## src/design/acpu_pkg.sv

```systemverilog
// shared types, constants and codes for the accumulator cpu core
package acpu_pkg;

  localparam int MEM_DEPTH = 1024;
  localparam int ADDR_W    = $clog2(MEM_DEPTH);
  localparam int WORD_W    = 32;

  localparam int IN_DATA_W  = 48;
  localparam int OUT_DATA_W = 80;

  // input commands
  localparam logic [1:0] CMD_LOAD  = 2'd0;
  localparam logic [1:0] CMD_START = 2'd1;
  localparam logic [1:0] CMD_STEP  = 2'd2;

  // result events
  localparam logic [2:0] EV_NONE    = 3'd0;
  localparam logic [2:0] EV_PRINT   = 3'd1;
  localparam logic [2:0] EV_SLEEP   = 3'd2;
  localparam logic [2:0] EV_SHELL   = 3'd3;
  localparam logic [2:0] EV_HALTED  = 3'd4;
  localparam logic [2:0] EV_IGNORED = 3'd5;

  // opcodes, compared against the whole fetched word
  localparam logic [WORD_W-1:0] OP_HALT  = WORD_W'(0);
  localparam logic [WORD_W-1:0] OP_LDI   = WORD_W'(1);
  localparam logic [WORD_W-1:0] OP_LD    = WORD_W'(2);
  localparam logic [WORD_W-1:0] OP_ADD   = WORD_W'(3);
  localparam logic [WORD_W-1:0] OP_MUL   = WORD_W'(4);
  localparam logic [WORD_W-1:0] OP_ST    = WORD_W'(5);
  localparam logic [WORD_W-1:0] OP_JGT   = WORD_W'(6);
  localparam logic [WORD_W-1:0] OP_PRINT = WORD_W'(7);
  localparam logic [WORD_W-1:0] OP_SLEEP = WORD_W'(8);
  localparam logic [WORD_W-1:0] OP_SHELL = WORD_W'(9);

  // controller to datapath commands
  typedef struct packed {
    logic load_wr;     // write load word into memory
    logic start;       // pc from base, leave halt
    logic ignore;      // ignored item result
    logic fetch_arg;   // latch opcode, read operand word
    logic fetch_data;  // latch operand, advance pc, read data word
    logic exec;        // execute latched instruction
    logic publish;     // load output register
  } dp_ctl_t;

  // datapath to controller status
  typedef struct packed {
    logic halted;
  } dp_stat_t;

endpackage

```

## src/design/acpu_ctrl.sv

```systemverilog
// sequencer for the accumulator cpu core: handshakes and instruction phases
module acpu_ctrl
  import acpu_pkg::*;
(
  input  logic       clk,
  input  logic       rst_n,
  input  logic       in_tvalid,
  output logic       in_tready,
  input  logic [1:0] in_cmd,
  output logic       out_tvalid,
  input  logic       out_tready,
  input  dp_stat_t   stat,
  output dp_ctl_t    ctl
);

  typedef enum logic [4:0] {
    S_IDLE   = 5'b00001,
    S_RD_OP  = 5'b00010,
    S_RD_ARG = 5'b00100,
    S_RD_DAT = 5'b01000,
    S_DONE   = 5'b10000
  } state_t;

  state_t state_r, state_nxt;
  logic   out_valid_r, out_valid_nxt;
  logic   slot_free;

  assign slot_free  = !out_valid_r || out_tready;
  assign out_tvalid = out_valid_r;
  assign in_tready  = (state_r == S_IDLE);

  always_comb begin
    state_nxt     = state_r;
    out_valid_nxt = out_valid_r;
    ctl           = '0;
    if (out_valid_r && out_tready) begin
      out_valid_nxt = 1'b0;
    end
    case (state_r)
      S_IDLE: begin
        if (in_tvalid) begin
          state_nxt = S_DONE;
          case (in_cmd)
            CMD_LOAD:  ctl.load_wr = 1'b1;
            CMD_START: ctl.start   = 1'b1;
            CMD_STEP: begin
              if (stat.halted) begin
                ctl.ignore = 1'b1;
              end else begin
                state_nxt = S_RD_OP;
              end
            end
            default:   ctl.ignore  = 1'b1;
          endcase
        end
      end
      S_RD_OP: begin
        ctl.fetch_arg = 1'b1;
        state_nxt     = S_RD_ARG;
      end
      S_RD_ARG: begin
        ctl.fetch_data = 1'b1;
        state_nxt      = S_RD_DAT;
      end
      S_RD_DAT: begin
        // data word arrives from memory this cycle, execute on it
        ctl.exec  = 1'b1;
        state_nxt = S_DONE;
      end
      S_DONE: begin
        if (slot_free) begin
          ctl.publish   = 1'b1;
          out_valid_nxt = 1'b1;
          state_nxt     = S_IDLE;
        end
      end
      default: state_nxt = S_IDLE;
    endcase
  end

  always_ff @(posedge clk) begin
    if (!rst_n) begin
      state_r     <= S_IDLE;
      out_valid_r <= 1'b0;
    end else begin
      state_r     <= state_nxt;
      out_valid_r <= out_valid_nxt;
    end
  end

endmodule

```

## config.mk

```make
export PLATFORM = sky130hd
export DESIGN_NAME = acpu_ctrl
export DESIGN_NICKNAME = d
export VERILOG_FILES = /design/src/design/acpu_pkg.sv /design/src/design/acpu_ctrl.sv
export SDC_FILE = /design/constraint.sdc
export NUM_CORES = 1
export LEC_CHECK = 0
export BUFFER_PORTS_ARGS = -buffer_cell sky130_fd_sc_hd__clkbuf_2
export CORE_AREA = 10 10 47 49
export CTS_CLUSTER_SIZE = 8
export DETAILED_ROUTE_END_ITERATION = 16
export DIE_AREA = 0 0 57 59
export HOLD_SLACK_MARGIN = 0.15
export SLEW_MARGIN = 5
export SYNTH_ARGS = -nofsm -noshare
export SYNTH_HDL_FRONTEND = slang
export SYNTH_SLANG_ARGS = --single-unit
```

## constraint.sdc

```tcl
create_clock -name clk -period 1.2 [get_ports clk]
set_clock_uncertainty 0.1 [all_clocks]
set_input_delay 0.06 -clock clk [delete_from_list [all_inputs] [get_ports clk]]
set_output_delay 0.06 -clock clk [all_outputs]
set_load 0.01 [all_outputs]
```

# Word level (Yosys, flattened, before mapping)
# Index checks and enable logic that the tools add are counted.
[op_classes] addsub=0 multipliers=0 div_mod_pow=0 magnitude_cmp=0 eq_ne=9 n_shift=0 n_mux=19 n_bitwise=0 reduce_logical=6
[ops] op="$pmux 5 s5" count=1
[ops] op="$mux 5" count=4
[ops] op="$mux 1" count=11
[ops] op="$mux 3" count=2
[ops] op="$eq 5x1->1 const B" count=1
[ops] op="$eq 5x2->1 const B" count=1
[ops] op="$eq 5x3->1 const B" count=1
[ops] op="$eq 5x4->1 const B" count=1
[ops] op="$eq 5x5->1 const B" count=1
[ops] op="$ne 2x2->1 const B" count=2
[ops] op="$eq 2x1->1 const B" count=1
[ops] op="$eq 2x2->1 const B" count=1
[ops] op="$logic_not 2->1" count=1
[ops] op="$pmux 1 s2" count=1
[ops] op="$reduce_and 2->1" count=1
[ops] op="$reduce_or 2->1" count=1
[ops] op="$logic_and 1x1->1" count=1
[ops] op="$logic_not 1->1" count=1
[ops] op="$logic_or 1x1->1" count=1
[totals] reg_bits=6 latch_bits=0 ram_bits=0 romBits=0 inputBits=7 output_inout_bits=9 wordCells=36 mem_count=0

# Logic depth before layout (Yosys ltp)
# Gate-level depths: netlist of the first run.
[depth] depth_word=5 mapped_depth=5 ltp_nobuf=5

# Worst setup path after synthesis of the first run
# OpenSTA, ideal clock, no wires.
[synth_path] path_kind="reg-to-output" from="register state_r[1]" to="output ctl[4] (netlist bit)" t_arrival_ns=1.101 path_slack_ns=-0.061 stages_incl_launch_ff=4 path_buffers=0 cell_sequence="dfxtp_1 -> nor3_4 -> nand4b_1 -> nor3b_1"
[synth_rtl] item="from (decl)" line="acpu_ctrl.sv:24" text="state_t state_r, state_nxt;"
[synth_rtl] item="from (signal assigned)" line="acpu_ctrl.sv:86" text="state_r <= state_nxt;"
[synth_rtl] item="to (decl)" line="acpu_ctrl.sv:13" text="output dp_ctl_t ctl"

==> metrics.txt, run 1 <==
status=complete, but fails checks; failing checks=negative setup slack; clock latency at the later pin of the worst-skew pair=0.24 ns; Setup violations, final=13; Rows=14; Vias=420; Max-Cap Viols=0; GRT Overall Usage=6.29%; crit-path leading delay family=simple AND/OR/NAND/NOR gates; mapped cell area=354 um2; Remaining DRCs=0; WS Path Type=register to output pin; syn avg cell area=9.32 um2; min setup slack post-route=-0.309 ns; die area=3360 um2; Area Growth Syn to Fin=74.6%; sequential-to-total area share from yosys stat=33.9%; Worst Path Arrival=1.35 ns; Req. time, crit path=1.04 ns; pre-CTS WS=-0.117 ns; slowest cell delay on critical path=0.33 ns; Multi-input gate area=235 um2; Final Wtd Congestion=0.721; NumNets Final=78; clk sink count=6; crit-path cells=nor3_4 > nand4b_1 > nor3b_1 > clkbuf_2; final worst-path cycle share=126%; wire per inst=12.0 um; count of cell types in the netlist=22; power density over the cells=816 nW/um2; DRT Pass-1 Iters=4; Antenna Diode Count=0; Die Wd=57 um; fmax=663 MHz; Leak Pwr=0.304 nW; CTS clk-pin slew, worst paths=0.04 ns; antenna-violating nets left=0; Pint=0.382 mW; clock tree buffer depth=2; Starting DRT DRC Count=5; worst hold slack=0.296 ns; leading post-synthesis cells by cell area=dfxtp_1, and4bb_2, o2111a_1; commonest non-fill, non-tap cell in the layout=clkbuf_2; Max H-tree Level=1; Critical Path End=ctl[4]; vias in the first global route=446; Pins Over Slew Limit=0; Hold WC Path Type=primary input to output pin; Final Hold Fails=0; Boundary Pins=16; element type at the critical path end=output pin; pin count of the biggest net entering global routing=7; Buf+Inv Stages, Crit Path=1; crit path max-delay cell type=dfxtp_2; Finished Cell Area=618 um2; Switching Share=24.4%; R2R Path End=state_r[3]$_SDFFE_PN0P_; die height=59 um; Worst-Margin Slew=0.211 ns; Vias/cell=4.94; sequential share of power=42.2%; CP Launch Type=register; combinational share of power=23.0%; DP HPWL=756 um; Register-to-Register Path Depth=5; register area=124 um2; CTS root buf=clkbuf_4; share of the synthesized area in the top cell type=33.9%; syn nets=45; R2R Path Start=state_r[2]$_SDFFE_PN0P_; WL final=1020 um; Core Footprint=1400 um2; part of the power in the clock network=34.8%; CP max FO=4; final global-route overflow total=0; Fillers=145; initial antenna violation count=0; Port-buffer cells=15; P_sw=0.123 mW; FF-to-FF setup slack=-0.18 ns; Critical path origin=state_r[2]$_SDFFE_PN0P_; Max VDD drop=527 uV; post-synthesis sequential element count=6; Syn Inst Count=38; CTS tree=built; critical path depth in cells=4; post-synth top area cell=dfxtp_1; Tmin final=1.51 ns; Warnings, synthesis=0; Slew headroom=85.9%; RSZ-0062 raised after global routing=yes; most frequent cells in the layout=clkbuf_2, buf_4, dlygate4sd3_1; placed cell areas=482 um2; Initial Util=25.3%; first-pass GRT wire length=1750 um; layout cells sized above 1=56.5%; number of CTS-inserted buffers=3
routing by layer:
layer	share of wire, %	wire, um	global-route usage (%)	vias to the layer above
li1	-	-	-	207
met1	44	451	6.84	194
met2	43	441	9.77	17
met3	12	119	2.79	2
met4	0.39	4	4.03	0
met5	0	0	0	-
cell type report:
| class | instances | share of cell area (%) |
|---|---|---|
| multi-input cells | 29 | 38.1 |
| clock buffers | 3 | 3.64 |
| inverters | 2 | 1.21 |
| repair buffers | 29 | 33.8 |
| flip-flops and latches | 6 | 20.0 |
| well taps | 16 | 3.24 |
state kept, by name (all words and copies together), names as in the netlist:
name        flops
state_r         5
out_tvalid      1
stage by stage:
step                      utilization, %  std cells  power [mW]  setup TNS [ns]
after floorplan                        -         38       0.261          -0.113
after global placement              34.4         73       0.298          -0.416
after detailed placement            34.4         73       0.298          -0.612
after CTS                           42.1         85       0.506           -2.64
after global routing                44.1         85       0.530           -3.53
final                               44.1         85       0.505           -2.51
power by group through the flow:
stage,logic [mW],clock network (mW),registers (mW)
floorplan,0.0444,0,0.216
global placement,0.0815,0,0.216
detailed placement,0.0820,0,0.216
CTS,0.108,0.185,0.213
global route,0.129,0.187,0.214
finish,0.116,0.176,0.213
cell usage after synthesis (all sizes together):
cell type  count
dfxtp          6
inv            2
and2b          1
buf            1
nand3b         2
nand2          1
a31o           1
nand2b         1
and3           1
nor3b          2
nand4b         2
o2111a         2
o21ai          1
o211ai         2
a21oi          3
and4bb         2
nor2           4
nor3           3
xor2           1
kinds of logic (layout without fill, tap and decap cells):
| kind of cell | Yosys count | after routing | share of synthesized area, % |
|---|---|---|---|
| compound gates | 9 | 9 | 18.7 |
| xor+xnor | 1 | 1 | 2.47 |
| buf+inv | 3 | 34 | 4.24 |
| flops | 6 | 6 | 33.9 |
| simple gates | 19 | 19 | 40.6 |
timing repair:
action,4_1_cts,5_1_grt
resized for setup,1,11
setup endpoints to repair,13,13
setup buffers,4,1
hold buffers,5,0
pin swaps,3,1
hold endpoints to repair,6,0
how the worst min path moves through the flow:
stage,startpoint,to,cells after the start
floorplan,in_cmd[1],ctl[5],1
global placement,out_tready,out_tvalid$_SDFF_PN0_,3
detailed placement,rst_n,state_r[3]$_SDFFE_PN0P_,2
CTS,in_cmd[0],ctl[6],3
global route,in_cmd[0],ctl[6],3
finish,in_cmd[0],ctl[6],3
tightest hold or removal path: stages:
cell      delay (ns)
clkbuf_2        0.10
nor3_1          0.05
buf_2           0.13
Power figures use the tool's default switching activity.
==> run 2: changes to the inputs <==
Clock period 1.2 ns to 1.9 ns, I/O delays scaled along.
==> metrics.txt, run 2 (synthesized netlist as in run 1, its figures left out) <==
DP HPWL=759 um (was 756 um); slowest cell delay on critical path=0.54 ns (was 0.33 ns); Port-buffer cells=15 (unchanged); Max-Cap Viols=0 (unchanged); initial antenna violation count=0 (unchanged); Boundary Pins=16 (unchanged); wire per inst=13.2 um (was 12.0 um); RSZ-0062 raised after global routing=no (was yes); clock latency at the later pin of the worst-skew pair=0.24 ns (about the same); clock tree buffer depth=2 (unchanged); Max VDD drop=288 uV (was 527 uV); Antenna Diode Count=0 (unchanged); Pins Over Slew Limit=0 (unchanged); Rows=14 (unchanged); Remaining DRCs=0 (unchanged); Final Wtd Congestion=0.655 (was 0.721); Setup violations, final=0 (was 13); min setup slack post-route=0.0709 ns (was -0.309 ns); CP max FO=5 (was 4); crit path max-delay cell type=dlygate4sd3_1 (was dfxtp_2); CTS tree=built (unchanged); final worst-path cycle share=96.3%; Slew headroom=84.5% (was 85.9%); DRT Pass-1 Iters=4 (unchanged); Starting DRT DRC Count=2 (was 5); clk sink count=6 (unchanged); CTS clk-pin slew, worst paths=0.04 ns (about the same); CTS root buf=clkbuf_4 (unchanged); final global-route overflow total=0 (unchanged); placed cell areas=442 um2 (was 482 um2); Area Growth Syn to Fin=55.1% (was 74.6%); Tmin final=1.83 ns; pin count of the biggest net entering global routing=7 (unchanged); hold path startpoint=stat (was in_cmd[0]); antenna-violating nets left=0 (unchanged); fmax=547 MHz; TNS Setup=0 ns (was -2.51 ns); Final Hold Fails=0 (unchanged); Worst Path Arrival=1.85 ns (was 1.35 ns); Finished Cell Area=549 um2 (was 618 um2); Worst-Margin Slew=0.231 ns (was 0.211 ns); Critical path origin=out_tready (was state_r[2]$_SDFFE_PN0P_); R2R Path Start=state_r[3]$_SDFFE_PN0P_ (was state_r[2]$_SDFFE_PN0P_); most frequent cells in the layout=clkbuf_2, dlygate4sd3_1, nor2_1, dfxtp_1 (was clkbuf_2, buf_4, dlygate4sd3_1); Max H-tree Level=1 (unchanged); Initial Util=25.3% (unchanged); pre-CTS WS=0.469 ns (was -0.117 ns); Req. time, crit path=1.92 ns (was 1.04 ns); Vias/cell=4.89 (was 4.94); Largest register FFs=5 (unchanged); element type at the critical path end=register (was output pin); Fillers=147 (was 145); Die Wd=57 um (unchanged); WL final=1050 um (was 1020 um); most flop-heavy register=state_r (unchanged); Leak Pwr=0.271 nW (was 0.304 nW); Core Footprint=1400 um2 (unchanged); die height=59 um (unchanged); CP Launch Type=primary input (was register); NumNets Final=73 (was 78); crit-path cells=dlygate4sd3_1 > clkbuf_2 > and2b_1 > nand4b_2 > o2111a_1 > dlygate4sd3_1 (was nor3_4 > nand4b_1 > nor3b_1 > clkbuf_2); FF-to-FF setup slack=0.10 ns (was -0.18 ns); vias in the first global route=387 (was 446); die area=3360 um2 (unchanged); Vias=391 (was 420); Pwr Total=0.314 mW (was 0.505 mW); commonest non-fill, non-tap cell in the layout=clkbuf_2 (unchanged); Hold WC Path Type=primary input to register (was primary input to output pin); WS Path Type=primary input to register (was register to output pin); layout cells sized above 1=43.8% (was 56.5%); number of CTS-inserted buffers=3 (unchanged); power density over the cells=572 nW/um2 (was 816 nW/um2); status=finished clean (was complete, but fails checks); first-pass GRT wire length=1670 um (was 1750 um); GRT Overall Usage=6.07% (was 6.29%); Top cell by count, worst path=dlygate4sd3_1
-- run 2: cell types whose count changed in the layout (fill, tap and decap cells not counted), sizes merged --
| cell | change |
|---|---|
| dlygate4sd3 | +1 |
| clkbuf | +4 |
| buf | -10 |
-- run 2: final timing paths --
kind,to,cells past startpoint
worst max-delay path,state_r[3]$_SDFFE_PN0P_,6
worst min-delay path,state_r[4]$_SDFFE_PN0P_,5
worst max register to register,state_r[3]$_SDFFE_PN0P_,4
worst min register to register,out_tvalid$_SDFF_PN0_,2
-- run 2: worst max-delay path, delay by kind of cell --
family | cells | cell delay (ns)
buf+inv | 3 | 1.17
compound gates | 1 | 0.18
simple gates | 2 | 0.39
-- run 2: layout make-up --
cell class,instances,area (um2),share of cell area [%]
Tap cell,16,20.0,3.64
Sequential cell,6,123,22.3
Multi-Input combinational cell,29,219,39.9
Inverter,2,7.51,1.37
Timing Repair Buffer,24,158,28.7
Clock buffer,3,22.5,4.10
-- run 2: power breakdown --
| part | leakage [nW] | internal [mW] | switching (mW) | total [mW] |
|---|---|---|---|---|
| clock network | 0.0138 | 0.0712 | 0.0428 | 0.114 |
| logic | 0.207 | 0.0343 | 0.0306 | 0.0649 |
| registers | 0.0498 | 0.130 | 0.00492 | 0.135 |
-- run 2: timing repair --
| item | 4_1_cts | 5_1_grt |
|---|---|---|
| gates resized for setup | 0 | 2 |
| hold buffers | 6 | 0 |
| setup buffers | 0 | 3 |
| setup endpoints to repair | 0 | 1 |
| hold endpoints to repair | 6 | 0 |
-- run 2: per-layer routing --
| layer | vias up | part of all wire, % | global-route usage [%] |
|---|---|---|---|
| li1 | 197 | - | - |
| met1 | 179 | 41 | 6.83 |
| met2 | 13 | 46 | 8.37 |
| met3 | 2 | 12 | 3.65 |
| met4 | 0 | 0.38 | 4.03 |
| met5 | - | 0 | 0 |
-- run 2: stage by stage --
step | cells | util (%) | hold slack, ns
floorplan | 38 | - | 0.127
global placement | 68 | 31.5 | 0.276
detailed placement | 68 | 31.5 | 0.278
CTS | 77 | 37.4 | 0.194
global route | 80 | 39.2 | 0.304
finish | 80 | 39.2 | 0.220
==> run 3: changes to the inputs <==
Settings changed: PLACE_DENSITY set to 0.59.
==> metrics.txt, run 3 (synthesized netlist as in run 1, its figures left out) <==
Slew headroom=83.3% (was 84.5%); power density over the cells=579 nW/um2 (was 572 nW/um2); number of CTS-inserted buffers=3 (unchanged); TNS Setup=0 ns (unchanged); clock latency at the later pin of the worst-skew pair=0.24 ns (about the same); Final Hold Fails=0 (unchanged); Inst Count DP=68 (unchanged); Rows=14 (unchanged); CP max FO=5 (unchanged); pin count of the biggest net entering global routing=7 (unchanged); FF-to-FF setup slack=0.10 ns (about the same); Initial Util=25.3% (unchanged); Req. time, crit path=1.92 ns (about the same); vias in the first global route=388 (was 387); Core Footprint=1400 um2 (unchanged); Area Growth Syn to Fin=50.9% (was 55.1%); status=finished clean (unchanged); fmax=544 MHz (was 547 MHz); crit path max-delay cell type=dlygate4sd3_1 (unchanged); initial antenna violation count=0 (unchanged); DP HPWL=733 um (was 759 um); GRT Overall Usage=6.16% (was 6.07%); CTS tree=built (unchanged); Pins Over Slew Limit=0 (unchanged); final global-route overflow total=0 (unchanged); CTS root buf=clkbuf_4 (unchanged); crit-path cells=dlygate4sd3_1 > clkbuf_2 > and2b_1 > nand4b_2 > o2111a_1 > dlygate4sd3_1 (unchanged); Max H-tree Level=1 (unchanged); Finished Core Util=38.1% (was 39.2%); die height=59 um (unchanged); layout cells sized above 1=41.9% (was 43.8%); die area=3360 um2 (unchanged); Worst-Margin Slew=0.250 ns (was 0.231 ns); Port-buffer cells=15 (unchanged); Tmin final=1.84 ns (was 1.83 ns); Fillers=145 (was 147); clock tree buffer depth=2 (unchanged); wire per inst=12.6 um (was 13.2 um); Final Wtd Congestion=0.654 (was 0.655); WL final=982 um (was 1050 um); Setup violations, final=0 (unchanged); most frequent cells in the layout=clkbuf_2, dlygate4sd3_1, nor2_1, dfxtp_1 (unchanged); clk sink count=6 (unchanged); NumNets Final=71 (was 73); CTS clk-pin slew, worst paths=0.04 ns (about the same); Worst Path Arrival=1.86 ns (was 1.85 ns); Starting DRT DRC Count=13 (was 2); RSZ-0062 raised after global routing=no (unchanged); Antenna Diode Count=0 (unchanged); most flop-heavy register=state_r (unchanged); WS Path Type=primary input to register (unchanged); Vias=381 (was 391); DRT Pass-1 Iters=4 (unchanged); CP Launch Type=primary input (unchanged); commonest non-fill, non-tap cell in the layout=clkbuf_2 (unchanged); Max VDD drop=275 uV (was 288 uV); first-pass GRT wire length=1660 um (was 1670 um); Pwr Total=0.309 mW (was 0.314 mW); antenna-violating nets left=0 (unchanged); element type at the critical path end=register (unchanged); Remaining DRCs=0 (unchanged); Vias/cell=4.88 (was 4.89); Max-Cap Viols=0 (unchanged); slowest cell delay on critical path=0.54 ns (about the same); Boundary Pins=16 (unchanged); fin cells=78 (was 80); Top cell by count, worst path=dlygate4sd3_1 (unchanged); Largest register FFs=5 (unchanged); Leak Pwr=0.261 nW (was 0.271 nW); Hold WC Path Type=primary input to register (unchanged); final worst-path cycle share=96.7% (was 96.3%); Die Wd=57 um (unchanged)
==> run 3: area by class of cell <==
type | instances | area (um2) | area share [%]
tap | 16 | 20.0 | 3.75
inverter | 2 | 7.51 | 1.41
sequential | 6 | 123 | 23.0
timing repair buffer | 22 | 143 | 26.7
multi-input combinational | 29 | 219 | 41.0
clock buffer | 3 | 22.5 | 4.22
==> run 3: worst paths after layout <==
kind	startpoint	to	depth (start not counted)
hold / removal	stat	state_r[4]$_SDFFE_PN0P_	5
setup reg to reg	state_r[1]$_SDFFE_PN0P_	state_r[3]$_SDFFE_PN0P_	4
setup / recovery	out_tready	state_r[3]$_SDFFE_PN0P_	6
hold reg to reg	out_tvalid$_SDFF_PN0_	out_tvalid$_SDFF_PN0_	2
==> run 3: per-layer routing <==
layer	track usage, %	vias to the layer above	wire length, um
met5	0	-	0
met1	6.83	171	437
li1	-	191	-
met3	3.22	2	111
met2	8.06	17	419
met4	6.04	0	13
==> run 3: critical path, delay by kind of cell <==
| kind | cells | cell delay, ns |
|---|---|---|
| compound gates | 1 | 0.18 |
| buf+inv | 3 | 1.19 |
| simple gates | 2 | 0.39 |
==> run 3: power breakdown <==
group | internal (mW) | switching, mW | leakage, nW
combinational | 0.0308 | 0.0287 | 0.198
clock | 0.0713 | 0.0433 | 0.0138
sequential | 0.131 | 0.00469 | 0.0498
==> run 3: per-stage QoR <==
step,hold WS [ns],instance area [um2],setup WS [ns]
CTS,0.189,524,0.0371
detailed placement,0.276,442,0.510
floorplan,0.127,354,0.604
global route,0.274,534,0.000127
finish,0.210,534,0.0621
global placement,0.276,442,0.520
==> run 3: what timing repair did <==
item	4_1_cts	5_1_grt
gates resized for setup	0	2
hold endpoints to repair	6	0
endpoints found under the setup margin	0	1
hold buffers	6	0
buffers inserted	0	1
